$ cat config.mk
export PLATFORM = sky130hd
export DESIGN_NAME = deadline_timer_queue_top_flat
export DESIGN_NICKNAME = d
export VERILOG_FILES = /design/src/design/dtq_pkg.sv /design/src/design/dtq_if.sv /design/src/design/dtq_slot_ram.sv /design/src/design/dtq_ctrl.sv /design/src/design/deadline_timer_queue_top.sv /design/src/flat_wrapper.sv
export SDC_FILE = /design/constraint.sdc
export NUM_CORES = 2
export LEC_CHECK = 0
export ABC_CLOCK_PERIOD_IN_PS = 13250
export BUFFER_PORTS_ARGS = -buffer_cell sky130_fd_sc_hd__buf_2
export CAP_MARGIN = 20
export CORE_MARGIN = 5
export CORE_UTILIZATION = 48
export DETAILED_ROUTE_END_ITERATION = 8
export PLACE_DENSITY_LB_ADDON = 0.1
export SLEW_MARGIN = 10
export SYNTH_ARGS = -nofsm -noshare
export SYNTH_HDL_FRONTEND = slang
export SYNTH_SLANG_ARGS = --single-unit
$ cat constraint.sdc
create_clock -name clock -period 13.25 [get_ports clock]
set_input_delay 1.325 -clock clock [delete_from_list [all_inputs] [get_ports clock]]
set_output_delay 1.325 -clock clock [all_outputs]
set_load 0.02 [all_outputs]
$ cat src/design/dtq_pkg.sv
// Shared types, widths and codes of the deadline timer queue.
package dtq_pkg;

   localparam int CAPACITY_DEF = 16;
   localparam int MAX_RESULTS  = 16;

   localparam int KIND_W = 2;
   localparam int ID_W   = 32;
   localparam int DL_W   = 48;
   localparam int PER_W  = 32;
   localparam int RES_W  = 3;

   localparam logic [KIND_W-1:0] KIND_ADD     = 2'd0;
   localparam logic [KIND_W-1:0] KIND_CANCEL  = 2'd1;
   localparam logic [KIND_W-1:0] KIND_UPDATE  = 2'd2;
   localparam logic [KIND_W-1:0] KIND_ADVANCE = 2'd3;

   localparam logic [RES_W-1:0] RES_DONE      = 3'd0;
   localparam logic [RES_W-1:0] RES_FIRED     = 3'd1;
   localparam logic [RES_W-1:0] RES_FULL      = 3'd2;
   localparam logic [RES_W-1:0] RES_NOT_FOUND = 3'd3;
   localparam logic [RES_W-1:0] RES_NONE_DUE  = 3'd4;

   typedef struct packed {
      logic [DL_W-1:0]  deadline;
      logic [ID_W-1:0]  id;
      logic [PER_W-1:0] period;
   } slot_type;

endpackage

$ cat src/design/dtq_if.sv
// Request and response channel interfaces of the deadline timer queue.
interface dtq_req_if;
   logic                         valid;
   logic                         ready;
   logic [dtq_pkg::KIND_W-1:0]   kind;
   logic [dtq_pkg::ID_W-1:0]     tmr_id;
   logic [dtq_pkg::DL_W-1:0]     deadline;
   logic [dtq_pkg::PER_W-1:0]    repeat_period;
   logic [dtq_pkg::DL_W-1:0]     now;

   modport source (output valid, kind, tmr_id, deadline, repeat_period, now, input ready);
   modport sink   (input valid, kind, tmr_id, deadline, repeat_period, now, output ready);
endinterface

interface dtq_rsp_if;
   logic                         valid;
   logic                         ready;
   logic [dtq_pkg::RES_W-1:0]    event_res;
   logic [dtq_pkg::ID_W-1:0]     fired_id;
   logic                         next_valid;
   logic [dtq_pkg::DL_W-1:0]     next_deadline;
   logic                         last;

   modport source (output valid, event_res, fired_id, next_valid, next_deadline, last,
                   input ready);
   modport sink   (input valid, event_res, fired_id, next_valid, next_deadline, last,
                   output ready);
endinterface

$ cat src/design/dtq_slot_ram.sv
// Timer slot memory: one write port, one read port, registered read data.
module dtq_slot_ram #(
   parameter int CAPACITY = dtq_pkg::CAPACITY_DEF
) (
   input  logic                        clock,
   input  logic                        we,
   input  logic [$clog2(CAPACITY)-1:0] waddr,
   input  dtq_pkg::slot_type           wdata,
   input  logic                        re,
   input  logic [$clog2(CAPACITY)-1:0] raddr,
   output dtq_pkg::slot_type           rdata
);

   dtq_pkg::slot_type mem_ff [CAPACITY];
   dtq_pkg::slot_type rdata_ff;

   always_ff @(posedge clock) begin
      if (we) begin
         mem_ff[waddr] <= wdata;
      end
      if (re) begin
         rdata_ff <= mem_ff[raddr];
      end
   end

   assign rdata = rdata_ff;

endmodule

$ cat src/design/dtq_ctrl.sv
// Sequencer: scans, shifts and inserts slots in the memory and drives responses.
module dtq_ctrl #(
   parameter int CAPACITY = dtq_pkg::CAPACITY_DEF
) (
   input  logic                        clock,
   input  logic                        reset,
   dtq_req_if.sink                     req_bus,
   dtq_rsp_if.source                   rsp_bus,
   output logic                        mem_we,
   output logic [$clog2(CAPACITY)-1:0] mem_waddr,
   output dtq_pkg::slot_type           mem_wdata,
   output logic                        mem_re,
   output logic [$clog2(CAPACITY)-1:0] mem_raddr,
   input  dtq_pkg::slot_type           mem_rdata
);

   localparam int AW   = $clog2(CAPACITY);
   localparam int CW   = $clog2(CAPACITY + 1);
   localparam int KW   = $clog2(dtq_pkg::MAX_RESULTS + 1);
   localparam int SW   = (CW > KW) ? CW : KW;
   localparam int DL_W = dtq_pkg::DL_W;
   localparam int EXT  = DL_W - dtq_pkg::PER_W + 1;

   localparam logic [2:0] S_IDLE    = 3'd0;
   localparam logic [2:0] S_FIND    = 3'd1;
   localparam logic [2:0] S_DROP    = 3'd2;
   localparam logic [2:0] S_PLACE   = 3'd3;
   localparam logic [2:0] S_HEAD_RD = 3'd4;
   localparam logic [2:0] S_HEAD_EV = 3'd5;

   logic [2:0]                    state_ff, state_in;
   logic [CW-1:0]                 cnt_ff, cnt_in;
   logic [CW-1:0]                 ptr_ff, ptr_in;
   logic                          rd_vld_ff, rd_vld_in;
   logic [AW-1:0]                 rd_addr_ff, rd_addr_in;
   logic [dtq_pkg::RES_W-1:0]     code_ff, code_in;
   logic                          is_adv_ff, is_adv_in;
   logic                          place_pend_ff, place_pend_in;
   logic [DL_W-1:0]               now_ff, now_in;
   logic [DL_W-1:0]               new_dl_ff, new_dl_in;
   logic [dtq_pkg::ID_W-1:0]      new_id_ff, new_id_in;
   logic [dtq_pkg::PER_W-1:0]     new_per_ff, new_per_in;
   logic [KW-1:0]                 k_ff, k_in;
   logic [CW-1:0]                 nstart_ff, nstart_in;

   logic                          rsp_valid_ff, rsp_valid_in;
   logic [dtq_pkg::RES_W-1:0]     rsp_res_ff;
   logic [dtq_pkg::ID_W-1:0]      rsp_id_ff;
   logic                          rsp_nv_ff;
   logic [DL_W-1:0]               rsp_nd_ff;
   logic                          rsp_last_ff;

   logic                          emit;
   logic [dtq_pkg::RES_W-1:0]     e_res;
   logic [dtq_pkg::ID_W-1:0]      e_id;
   logic                          e_last;
   logic                          can_emit;
   logic                          head_valid;
   logic [DL_W-1:0]               head_dl;
   logic                          fire_next;
   logic [DL_W:0]                 rearm_sum;
   logic [DL_W-1:0]               rearm_dl;
   dtq_pkg::slot_type             new_slot;

   assign can_emit   = !rsp_valid_ff || rsp_bus.ready;
   assign head_valid = (cnt_ff != '0);
   assign head_dl    = head_valid ? mem_rdata.deadline : '0;
   assign rearm_sum  = {1'b0, now_ff} + {{EXT{1'b0}}, mem_rdata.period};
   assign rearm_dl   = rearm_sum[DL_W] ? {DL_W{1'b1}} : rearm_sum[DL_W-1:0];
   assign fire_next  = head_valid
                       && (SW'(k_ff) < SW'(dtq_pkg::MAX_RESULTS))
                       && (SW'(k_ff) < SW'(nstart_ff))
                       && (mem_rdata.deadline <= now_ff);
   assign new_slot   = '{deadline: new_dl_ff, id: new_id_ff, period: new_per_ff};

   assign req_bus.ready = (state_ff == S_IDLE);

   always_comb begin
      state_in      = state_ff;
      cnt_in        = cnt_ff;
      ptr_in        = ptr_ff;
      rd_vld_in     = 1'b0;
      rd_addr_in    = rd_addr_ff;
      code_in       = code_ff;
      is_adv_in     = is_adv_ff;
      place_pend_in = place_pend_ff;
      now_in        = now_ff;
      new_dl_in     = new_dl_ff;
      new_id_in     = new_id_ff;
      new_per_in    = new_per_ff;
      k_in          = k_ff;
      nstart_in     = nstart_ff;
      mem_we        = 1'b0;
      mem_waddr     = '0;
      mem_wdata     = mem_rdata;
      mem_re        = 1'b0;
      mem_raddr     = '0;
      emit          = 1'b0;
      e_res         = dtq_pkg::RES_DONE;
      e_id          = new_id_ff;
      e_last        = 1'b1;

      unique case (state_ff)
         S_IDLE: begin
            if (req_bus.valid) begin
               new_dl_in     = req_bus.deadline;
               new_id_in     = req_bus.tmr_id;
               new_per_in    = req_bus.repeat_period;
               now_in        = req_bus.now;
               is_adv_in     = 1'b0;
               place_pend_in = 1'b0;
               k_in          = '0;
               nstart_in     = cnt_ff;
               unique case (req_bus.kind)
                  dtq_pkg::KIND_ADD: begin
                     if (cnt_ff == CW'(CAPACITY)) begin
                        code_in  = dtq_pkg::RES_FULL;
                        state_in = S_HEAD_RD;
                     end else begin
                        code_in  = dtq_pkg::RES_DONE;
                        ptr_in   = cnt_ff;
                        state_in = S_PLACE;
                     end
                  end
                  dtq_pkg::KIND_CANCEL, dtq_pkg::KIND_UPDATE: begin
                     code_in       = dtq_pkg::RES_NOT_FOUND;
                     place_pend_in = (req_bus.kind == dtq_pkg::KIND_UPDATE);
                     ptr_in        = '0;
                     state_in      = (cnt_ff == '0) ? S_HEAD_RD : S_FIND;
                  end
                  dtq_pkg::KIND_ADVANCE: begin
                     is_adv_in = 1'b1;
                     state_in  = S_HEAD_RD;
                  end
                  default: state_in = S_IDLE;
               endcase
            end
         end
         S_FIND: begin
            if (rd_vld_ff && (mem_rdata.id == new_id_ff)) begin
               code_in  = dtq_pkg::RES_DONE;
               ptr_in   = CW'(rd_addr_ff) + 1'b1;
               state_in = S_DROP;
            end else if (rd_vld_ff && (CW'(rd_addr_ff) == cnt_ff - 1'b1)) begin
               state_in = S_HEAD_RD;
            end else if (ptr_ff < cnt_ff) begin
               mem_re     = 1'b1;
               mem_raddr  = ptr_ff[AW-1:0];
               rd_vld_in  = 1'b1;
               rd_addr_in = ptr_ff[AW-1:0];
               ptr_in     = ptr_ff + 1'b1;
            end
         end
         S_DROP: begin
            if (rd_vld_ff) begin
               mem_we    = 1'b1;
               mem_waddr = rd_addr_ff - 1'b1;
               mem_wdata = mem_rdata;
            end
            if (ptr_ff < cnt_ff) begin
               mem_re     = 1'b1;
               mem_raddr  = ptr_ff[AW-1:0];
               rd_vld_in  = 1'b1;
               rd_addr_in = ptr_ff[AW-1:0];
               ptr_in     = ptr_ff + 1'b1;
            end else if (!rd_vld_ff) begin
               cnt_in = cnt_ff - 1'b1;
               if (place_pend_ff) begin
                  place_pend_in = 1'b0;
                  ptr_in        = cnt_ff - 1'b1;
                  state_in      = S_PLACE;
               end else begin
                  state_in = S_HEAD_RD;
               end
            end
         end
         S_PLACE: begin
            // walk down from the top, moving later deadlines up one slot
            if (rd_vld_ff) begin
               mem_we    = 1'b1;
               mem_waddr = rd_addr_ff + 1'b1;
               if (mem_rdata.deadline > new_dl_ff) begin
                  mem_wdata = mem_rdata;
                  if (ptr_ff != '0) begin
                     mem_re     = 1'b1;
                     mem_raddr  = AW'(ptr_ff - 1'b1);
                     rd_vld_in  = 1'b1;
                     rd_addr_in = AW'(ptr_ff - 1'b1);
                     ptr_in     = ptr_ff - 1'b1;
                  end
               end else begin
                  mem_wdata = new_slot;
                  cnt_in    = cnt_ff + 1'b1;
                  state_in  = S_HEAD_RD;
               end
            end else if (ptr_ff != '0) begin
               mem_re     = 1'b1;
               mem_raddr  = AW'(ptr_ff - 1'b1);
               rd_vld_in  = 1'b1;
               rd_addr_in = AW'(ptr_ff - 1'b1);
               ptr_in     = ptr_ff - 1'b1;
            end else begin
               mem_we    = 1'b1;
               mem_waddr = '0;
               mem_wdata = new_slot;
               cnt_in    = cnt_ff + 1'b1;
               state_in  = S_HEAD_RD;
            end
         end
         S_HEAD_RD: begin
            mem_re    = 1'b1;
            mem_raddr = '0;
            state_in  = S_HEAD_EV;
         end
         S_HEAD_EV: begin
            if (can_emit) begin
               if (!is_adv_ff) begin
                  emit     = 1'b1;
                  e_res    = code_ff;
                  state_in = S_IDLE;
               end else if ((k_ff == '0) && !fire_next) begin
                  emit     = 1'b1;
                  e_res    = dtq_pkg::RES_NONE_DUE;
                  e_id     = '0;
                  state_in = S_IDLE;
               end else begin
                  emit   = (k_ff != '0);
                  e_res  = dtq_pkg::RES_FIRED;
                  e_last = !fire_next;
                  if (fire_next) begin
                     new_id_in     = mem_rdata.id;
                     new_per_in    = mem_rdata.period;
                     new_dl_in     = rearm_dl;
                     place_pend_in = (mem_rdata.period != '0);
                     k_in          = k_ff + 1'b1;
                     ptr_in        = CW'(1);
                     state_in      = S_DROP;
                  end else begin
                     state_in = S_IDLE;
                  end
               end
            end
         end
         default: state_in = S_IDLE;
      endcase
   end

   always_comb begin
      if (emit) begin
         rsp_valid_in = 1'b1;
      end else if (rsp_bus.ready) begin
         rsp_valid_in = 1'b0;
      end else begin
         rsp_valid_in = rsp_valid_ff;
      end
   end

   always_ff @(posedge clock) begin
      if (reset) begin
         state_ff     <= S_IDLE;
         cnt_ff       <= '0;
         rd_vld_ff    <= 1'b0;
         rsp_valid_ff <= 1'b0;
      end else begin
         state_ff     <= state_in;
         cnt_ff       <= cnt_in;
         rd_vld_ff    <= rd_vld_in;
         rsp_valid_ff <= rsp_valid_in;
      end
   end

   always_ff @(posedge clock) begin
      ptr_ff        <= ptr_in;
      rd_addr_ff    <= rd_addr_in;
      code_ff       <= code_in;
      is_adv_ff     <= is_adv_in;
      place_pend_ff <= place_pend_in;
      now_ff        <= now_in;
      new_dl_ff     <= new_dl_in;
      new_id_ff     <= new_id_in;
      new_per_ff    <= new_per_in;
      k_ff          <= k_in;
      nstart_ff     <= nstart_in;
      if (emit) begin
         rsp_res_ff  <= e_res;
         rsp_id_ff   <= e_id;
         rsp_nv_ff   <= head_valid;
         rsp_nd_ff   <= head_dl;
         rsp_last_ff <= e_last;
      end
   end

   assign rsp_bus.valid         = rsp_valid_ff;
   assign rsp_bus.event_res     = rsp_res_ff;
   assign rsp_bus.fired_id      = rsp_id_ff;
   assign rsp_bus.next_valid    = rsp_nv_ff;
   assign rsp_bus.next_deadline = rsp_nd_ff;
   assign rsp_bus.last          = rsp_last_ff;

endmodule

$ cat src/design/deadline_timer_queue_top.sv
// Top level of the deadline timer queue: sequencer plus slot memory.
//
// req_bus carries one request: add, cancel, update or advance time. rsp_bus
// returns one response per add, cancel or update, and one per fired timer on
// an advance (or a single "nothing due"); last marks the final response of
// a request. Each response also carries the earliest pending deadline.
// Timers live in one slot memory kept as a sorted prefix of n entries; every
// step is a read-modify-write pass through its single read and write port.
// Passes per request, n = timers pending:
//   add       insert pass from the top down; none when full
//   cancel    id scan, then shift-down pass over the rest
//   update    scan, shift down, insert pass
//   advance   per fired timer: shift down, re-arm insert
// req_bus.ready is high only while the sequencer is idle, from the cycle after
// the last response is loaded; one request is in work at a time. Responses sit
// in an output register, so a stalled receiver holds the sequencer only when
// the next response is ready to go out.
// Reset empties the queue by clearing the entry count; no clearing pass is needed.
module deadline_timer_queue_top #(
   parameter int CAPACITY = dtq_pkg::CAPACITY_DEF
) (
   input  logic      clock,
   input  logic      reset,
   dtq_req_if.sink   req_bus,
   dtq_rsp_if.source rsp_bus
);

   logic                        mem_we;
   logic [$clog2(CAPACITY)-1:0] mem_waddr;
   dtq_pkg::slot_type           mem_wdata;
   logic                        mem_re;
   logic [$clog2(CAPACITY)-1:0] mem_raddr;
   dtq_pkg::slot_type           mem_rdata;

   dtq_ctrl #(
      .CAPACITY (CAPACITY)
   ) u_ctrl (
      .clock     (clock),
      .reset     (reset),
      .req_bus   (req_bus),
      .rsp_bus   (rsp_bus),
      .mem_we    (mem_we),
      .mem_waddr (mem_waddr),
      .mem_wdata (mem_wdata),
      .mem_re    (mem_re),
      .mem_raddr (mem_raddr),
      .mem_rdata (mem_rdata)
   );

   dtq_slot_ram #(
      .CAPACITY (CAPACITY)
   ) u_ram (
      .clock (clock),
      .we    (mem_we),
      .waddr (mem_waddr),
      .wdata (mem_wdata),
      .re    (mem_re),
      .raddr (mem_raddr),
      .rdata (mem_rdata)
   );

endmodule

$ cat src/flat_wrapper.sv
// flat-port wrapper written by rule: the top's interface ports become plain ports
module deadline_timer_queue_top_flat 
#(
   parameter int CAPACITY = dtq_pkg::CAPACITY_DEF
)
  (clock, reset, req_bus_valid, req_bus_kind, req_bus_tmr_id, req_bus_deadline, req_bus_repeat_period, req_bus_now, req_bus_ready, rsp_bus_valid, rsp_bus_event_res, rsp_bus_fired_id, rsp_bus_next_valid, rsp_bus_next_deadline, rsp_bus_last, rsp_bus_ready);
  dtq_req_if req_bus_i ();
  dtq_rsp_if rsp_bus_i ();
  input  logic clock;
  input  logic reset;
  input wire logic [$bits(req_bus_i.valid)-1:0] req_bus_valid;
  input wire logic [$bits(req_bus_i.kind)-1:0] req_bus_kind;
  input wire logic [$bits(req_bus_i.tmr_id)-1:0] req_bus_tmr_id;
  input wire logic [$bits(req_bus_i.deadline)-1:0] req_bus_deadline;
  input wire logic [$bits(req_bus_i.repeat_period)-1:0] req_bus_repeat_period;
  input wire logic [$bits(req_bus_i.now)-1:0] req_bus_now;
  output wire logic [$bits(req_bus_i.ready)-1:0] req_bus_ready;
  output wire logic [$bits(rsp_bus_i.valid)-1:0] rsp_bus_valid;
  output wire logic [$bits(rsp_bus_i.event_res)-1:0] rsp_bus_event_res;
  output wire logic [$bits(rsp_bus_i.fired_id)-1:0] rsp_bus_fired_id;
  output wire logic [$bits(rsp_bus_i.next_valid)-1:0] rsp_bus_next_valid;
  output wire logic [$bits(rsp_bus_i.next_deadline)-1:0] rsp_bus_next_deadline;
  output wire logic [$bits(rsp_bus_i.last)-1:0] rsp_bus_last;
  input wire logic [$bits(rsp_bus_i.ready)-1:0] rsp_bus_ready;
  assign req_bus_i.valid = req_bus_valid;
  assign req_bus_i.kind = req_bus_kind;
  assign req_bus_i.tmr_id = req_bus_tmr_id;
  assign req_bus_i.deadline = req_bus_deadline;
  assign req_bus_i.repeat_period = req_bus_repeat_period;
  assign req_bus_i.now = req_bus_now;
  assign req_bus_ready = req_bus_i.ready;
  assign rsp_bus_valid = rsp_bus_i.valid;
  assign rsp_bus_event_res = rsp_bus_i.event_res;
  assign rsp_bus_fired_id = rsp_bus_i.fired_id;
  assign rsp_bus_next_valid = rsp_bus_i.next_valid;
  assign rsp_bus_next_deadline = rsp_bus_i.next_deadline;
  assign rsp_bus_last = rsp_bus_i.last;
  assign rsp_bus_i.ready = rsp_bus_ready;
  deadline_timer_queue_top #(.CAPACITY(CAPACITY)) u_core (.clock(clock), .reset(reset), .req_bus(req_bus_i), .rsp_bus(rsp_bus_i));
endmodule
### Yosys cells after proc, flatten, opt, wreduce, memory -nomap -nowiden

Memory sizes are Yosys's and may differ from the RTL's. A register that Yosys moved wholly into a read port is not among the register bits.
Index checks and enable logic that the tools add are counted.

* register bits after elaboration: 279
* memory bits (writable): 1792
* input port bits: 166
* output and inout port bits: 87
* memories: 1

Memories
* u_core.u_ram.mem_ff: words 16, bits a word 112, rd ports 1, clocked after Yosys merged registers in 1, wr ports 1, RTL line dtq_slot_ram.sv:14 `dtq_pkg::slot_type mem_ff [CAPACITY];`

* $add $sub $neg: 9
* $lt $le $gt $ge: 5
* eq/ne operators: 31
* muxes and demuxes: 127
* bitwise gates (word level): 3
* reduce and logical (&&, ||, !) cells: 35

Operator list (count)
* 2-to-1 mux 112 bit: 4
* 2-to-1 mux 32 bit: 14
* 2-to-1 mux 48 bit: 6
* one-hot mux 32 bit (2 select lines): 2
* 2-to-1 mux 5 bit: 25
* one-hot mux 48 bit (2 select lines): 1
* 2-to-1 mux 4 bit: 14
* adder 48 x 32 -> 49 bit: 1
* greater-than comparator 48 bit: 1
* <= comparator 48 bit: 1
* 2-to-1 mux 3 bit: 16
* == test 32 bit: 1
* nonzero test 32 bit: 1
* one-hot mux 5 bit (2 select lines): 3
* != test 3 bit, second input constant: 9
* 2-to-1 mux 1 bit: 26
* one-hot mux 5 bit (5 select lines): 1
* one-hot mux 4 bit (3 select lines): 2
* != test 2 bit, second input constant: 10
* nonzero test 5 bit: 4
* one-hot mux 3 bit (6 select lines): 1
* adder 5 x 1 -> 5 bit, second input constant: 3
* AND reduction 13 bit: 1
* one-hot mux 3 bit (2 select lines): 2
* 37 further kinds: 61

### Depth between registers and ports, before layout

* depth after elaboration: 11
* gate-level depth with buffers: 17

### By module

Synthesis repeated with hierarchy kept, for this count alone.

* cells, all modules: 4691
* area total of the unflattened synthesis: 88361.0 sq um

Modules (own cells, without submodules)
* dtq_slot_ram: instances 1, cells an instance 2864, area each 70289.9 sq um, sequential area each 57174.8 sq um
* dtq_ctrl: instances 1, cells an instance 1827, area each 18071.1 sq um, sequential area each 8247.9 sq um

### Least setup slack after synthesis

No wires, ideal clock.

* path type: register to register
* from: register, netlist name u_core.u_ram.rdata[81]
* to: register u_core.u_ctrl.rsp_res_ff, in the netlist u_core.u_ctrl.rsp_bus.event_res[0], enable pin
* setup time: 0.659 ns
* data arrival time: 7.998 ns
* slack: 4.593 ns
* stages on the path, launching flop included: 12
* path through: edfxtp_1 ha_1 a21o_1 a21o_1 a21o_1 a21o_1 a21oi_1 o21ai_0 a21oi_1 a311o_1 and2_1 a21boi_0

* word-level cells in the longest chain between the ends: 8

RTL lines
* <= comparator 48 bit: RTL line dtq_ctrl.sv:73 `&& (mem_rdata.deadline <= now_ff);`
* logical AND 1 bit: RTL line dtq_ctrl.sv:73
* logical NOT 1 bit: RTL line dtq_ctrl.sv:221 `end else if ((k_ff == '0) && !fire_next) begin`
* logical AND 1 bit: RTL line dtq_ctrl.sv:221
* 2-to-1 mux 1 bit: RTL line dtq_ctrl.sv:221
* 2-to-1 mux 1 bit: RTL line dtq_ctrl.sv:217 `if (!is_adv_ff) begin`
* 2-to-1 mux 1 bit: RTL line dtq_ctrl.sv:216 `if (can_emit) begin`
* 2-to-1 mux 1 bit: RTL line dtq_ctrl.sv:103 `unique case (state_ff)`
* named net u_core.u_ctrl.emit: RTL line dtq_ctrl.sv:53 `logic emit;`
* to (signal assigned): RTL line dtq_ctrl.sv:285 `rsp_res_ff <= e_res;`
* to (decl): RTL line dtq_ctrl.sv:47 `logic [dtq_pkg::RES_W-1:0] rsp_res_ff;`

The timed path passes the listed nets, and every way through them passes these cells.
A chain may end at the register's enable or synchronous reset.

### Final worst setup path

* from: register, netlist name u_core.u_ram.rdata[101]
* to: register, netlist name u_core.u_ram.rdata[82]

* word-level cells in the longest chain between the ends: 4

RTL lines
* greater-than comparator 48 bit *: RTL line dtq_ctrl.sv:182 `if (mem_rdata.deadline > new_dl_ff) begin`
* 2-to-1 mux 1 bit or 2-to-1 mux 4 bit (tied branches): RTL line dtq_ctrl.sv:182
* 2-to-1 mux 1 bit or 2-to-1 mux 4 bit (tied branches): RTL line dtq_ctrl.sv:179 `if (rd_vld_ff) begin`
* one-hot mux 1 bit (4 select lines) or one-hot mux 4 bit (3 select lines) (tied branches): RTL line dtq_ctrl.sv:103

Every way passes the cells marked *; elsewhere a longest branch is shown, timed or not.

==> results_dict.tcl <==
set metrics [dict create \
    io_pins 253 \
    multi_input_area_mm2 0.0259 \
    drive_gt1_share_pct 10.7 \
    grt_setup_unrepaired "false" \
    vias_per_cell 6.32 \
    finalSetupTns_ns 0 \
    area_growth_pct 10.9 \
    crit_type "reg -> reg" \
    final_cell_mix "nand3_1, edfxtp_1, o21ai_0" \
    slew_viol_final 0 \
    cts.sinks 2182 \
    h-tree-depth 4 \
    die_w_um 454 \
    synthArstFlopShare_pct 0 \
    fin_crit_sh_pct 50.5 \
    die_y_um 454 \
    synth_area_per_cell_um2 12.5 \
    wire_per_inst_um 29.0 \
    cts_root_buf "clkbuf_16" \
    cellPowerDensity_mw_per_mm2 225 \
    hold_viol 0 \
    relSlewSlack_pct 15.8 \
    worstMarginPinSlew_ns 1.25 \
    cts_hold_buf 0 \
    worstSkewPairLatency_ns 0.87 \
    grt_pass1_wl_mm 438 \
    cts_resized 0 \
    fillers 16499 \
    clk_pin_slew_ns 0.06 \
    antenna_found_initial 5 \
    cts_max_path_buffers 3 \
    cts_buffers 222 \
    routed-via-count 65839 \
    fin_nets 7923 \
    ys_warn_count 0 \
    syn_nets 7903 \
    grtUsageTotal_pct 28.6 \
    die_area_mm2 0.206 \
    fp.coreArea_mm2 0.195 \
    place.gp.congestion 0.898 \
    drcViolationCount 0 \
    tritoncts "done" \
    hpwl_mm 152 \
    dp.cells 9999 \
    grt-ovfl-total 0 \
    grt_pass1_vias 63162 \
    period_minus_slack_ns 6.69 \
    firstDrtPassIters 6 \
    drv_cap 0 \
    status "finished, final reports clean" \
    max-vdd-ir-drop_mv 0.212 \
    p_leak_nw 36.3 \
    grt_max_degree 226 \
    syn-instance-count 7587 \
    endpoint_kind "register" \
    synth_seq_area_share_pct 69.3 \
    synth_ff_type "edfxtp_1" \
    rows 162 \
    yosys_register_bits 2182 \
    mostFrequentLayoutCell "nand3_1" \
    cp.required_ns 13.94 \
    clock_skew_ns 0.0357 \
    totalWireLength_mm 302 \
    synth_cell_types 82 \
    crit_fanout 86 \
    hold_path.class "reg -> reg" \
    crit_arrival_ns 7.38 \
    setup_violations 0 \
    start_util_pct 48.3 \
    post_cts.repair.setup_buffers 0 \
    fmax_mhz 150 \
    drt-initial-drc-count 8659 \
    detail-route-antenna-nets 0 \
    area.sequential_mm2 0.0654 \
    cp-start-kind "register" \
    synth_edf_count 2172 \
    port_buffers 252 \
    fin_cells 10414 \
    netlist_area_mm2 0.0945 \
]
==> registers in the layout, summed over array words and instances, names as in the netlist, 5 cells and up <==
name / count
u_core.u_ctrl.new_id_ff: 32
u_core.u_ctrl.nstart_ff: 5
u_core.u_ram.rdata: 112
u_core.u_ctrl.rsp_bus.fired_id: 32
u_core.u_ctrl.cnt_ff: 5
u_core.u_ctrl.now_ff: 48
u_core.u_ctrl.new_per_ff: 32
u_core.u_ctrl.k_ff: 5
u_core.u_ram.mem_ff: 1792
u_core.u_ctrl.new_dl_ff: 48
u_core.u_ctrl.rsp_bus.next_deadline: 48
u_core.u_ctrl.ptr_ff: 5
==> cell type report <==
type | instances | area share, %
Sequential cell | 2182 | 62.4
Multi-Input combinational cell | 4644 | 24.7
Clock buffer | 274 | 5.53
Tap cell | 2624 | 3.13
Timing Repair Buffer | 416 | 2.64
Clock inverter | 126 | 1.06
Inverter | 141 | 0.506
Antenna cell | 7 | 0.0167
==> per-stage QoR <==
| stage | cell area, um2 | total power, mW | hold slack, ns | utilization, % | worst slack (ns) |
|---|---|---|---|---|---|
| final | 105000 | 23.6 | 0.516 | 53.6 | 6.56 |
| after global routing | 105000 | 24.7 | 0.543 | 53.6 | 6.45 |
| after CTS | 105000 | 23.6 | 0.521 | 53.6 | 6.00 |
| after detailed placement | 97800 | 17.6 | 0.511 | 50.0 | 6.01 |
| after global placement | 97800 | 17.5 | 0.494 | 50.0 | 6.07 |
| after floorplan | 94500 | 14.8 | 0.403 | - | 4.59 |
==> logic make-up after synthesis <==
logic type | synth area share (%)
adder cells (fa/ha/maj) | 1.99
buffers and inverters | 3.66
flip-flops | 69.3
AO/OA/AOI/OAI | 7.60
multiplexers | 0.785
AND/OR/NAND/NOR | 15.9
XOR/XNOR | 0.834
==> synth_stat cells, types with 10 or more instances <==
| cell | count | area (um2) |
|---|---|---|
| a31oi_1 | 24 | 150 |
| a21o_1 | 54 | 405 |
| xor2_1 | 56 | 490 |
| buf_2 | 279 | 1400 |
| nor2b_1 | 56 | 350 |
| buf_4 | 18 | 135 |
| buf_6 | 24 | 270 |
| inv_1 | 140 | 526 |
| clkbuf_1 | 281 | 1050 |
| ha_1 | 149 | 1860 |
| nor3_1 | 25 | 125 |
| a21boi_0 | 38 | 285 |
| xnor2_1 | 34 | 298 |
| nand3_1 | 2270 | 11400 |
| dfxtp_1 | 10 | 200 |
| nor4_1 | 20 | 125 |
| and2_1 | 17 | 106 |
| nand4_1 | 149 | 932 |
| o21ai_0 | 793 | 3970 |
| nand2_1 | 325 | 1220 |
| nor2_1 | 123 | 462 |
| a21oi_1 | 99 | 495 |
| edfxtp_1 | 2172 | 65200 |
| mux2_2 | 65 | 732 |
| o21ai_1 | 211 | 1060 |
| buf_1 | 18 | 67.6 |
| o21a_1 | 14 | 105 |
==> layer usage <==
layer	up-vias	routed length, um	global-route usage, %
met1	33458	123000	40.1
met3	502	23600	4.15
met5	-	0	0
li1	28887	-	-
met2	2992	145000	46.2
met4	0	9750	9.23
==> report_power, final <==
group | internal [mW] | switching, mW | total [mW]
sequential | 9.26 | 0.618 | 9.88
clock | 3.42 | 2.65 | 6.06
combinational | 2.18 | 5.50 | 7.68
total | 14.9 | 8.76 | 23.6
==> worst max-delay path, cell delays in order (launching register included) <==
cell and delay (ns):
edfxtp_1 0.55, ha_1 0.37, nand4_1 0.17, nor2_1 0.45
nand2_1 0.31, a311oi_1 1.01, o21ai_1 0.35, a21oi_4 0.19
buf_4 0.81, buf_4 0.85, buf_4 0.73, o21ai_0 0.19
nand3_1 0.14, nand3_1 0.09, nand4_1 0.20
==> worst paths after layout <==
check | end | depth (start not counted) | slack (ns) | start
worst max-delay path | u_core.u_ram.rdata[82]$_DFFE_PP_ | 14 | 6.56 | u_core.u_ram.rdata[101]$_DFFE_PP_
worst min-delay path | u_core.u_ctrl.rsp_bus.valid$_SDFFE_PP0P_ | 2 | 0.52 | u_core.u_ctrl.rsp_bus.valid$_SDFFE_PP0P_
worst max register to register | u_core.u_ram.rdata[82]$_DFFE_PP_ | 14 | 6.56 | u_core.u_ram.rdata[101]$_DFFE_PP_
worst min register to register | u_core.u_ctrl.rsp_bus.valid$_SDFFE_PP0P_ | 2 | 0.52 | u_core.u_ctrl.rsp_bus.valid$_SDFFE_PP0P_
Power figures use the tool's default switching activity.
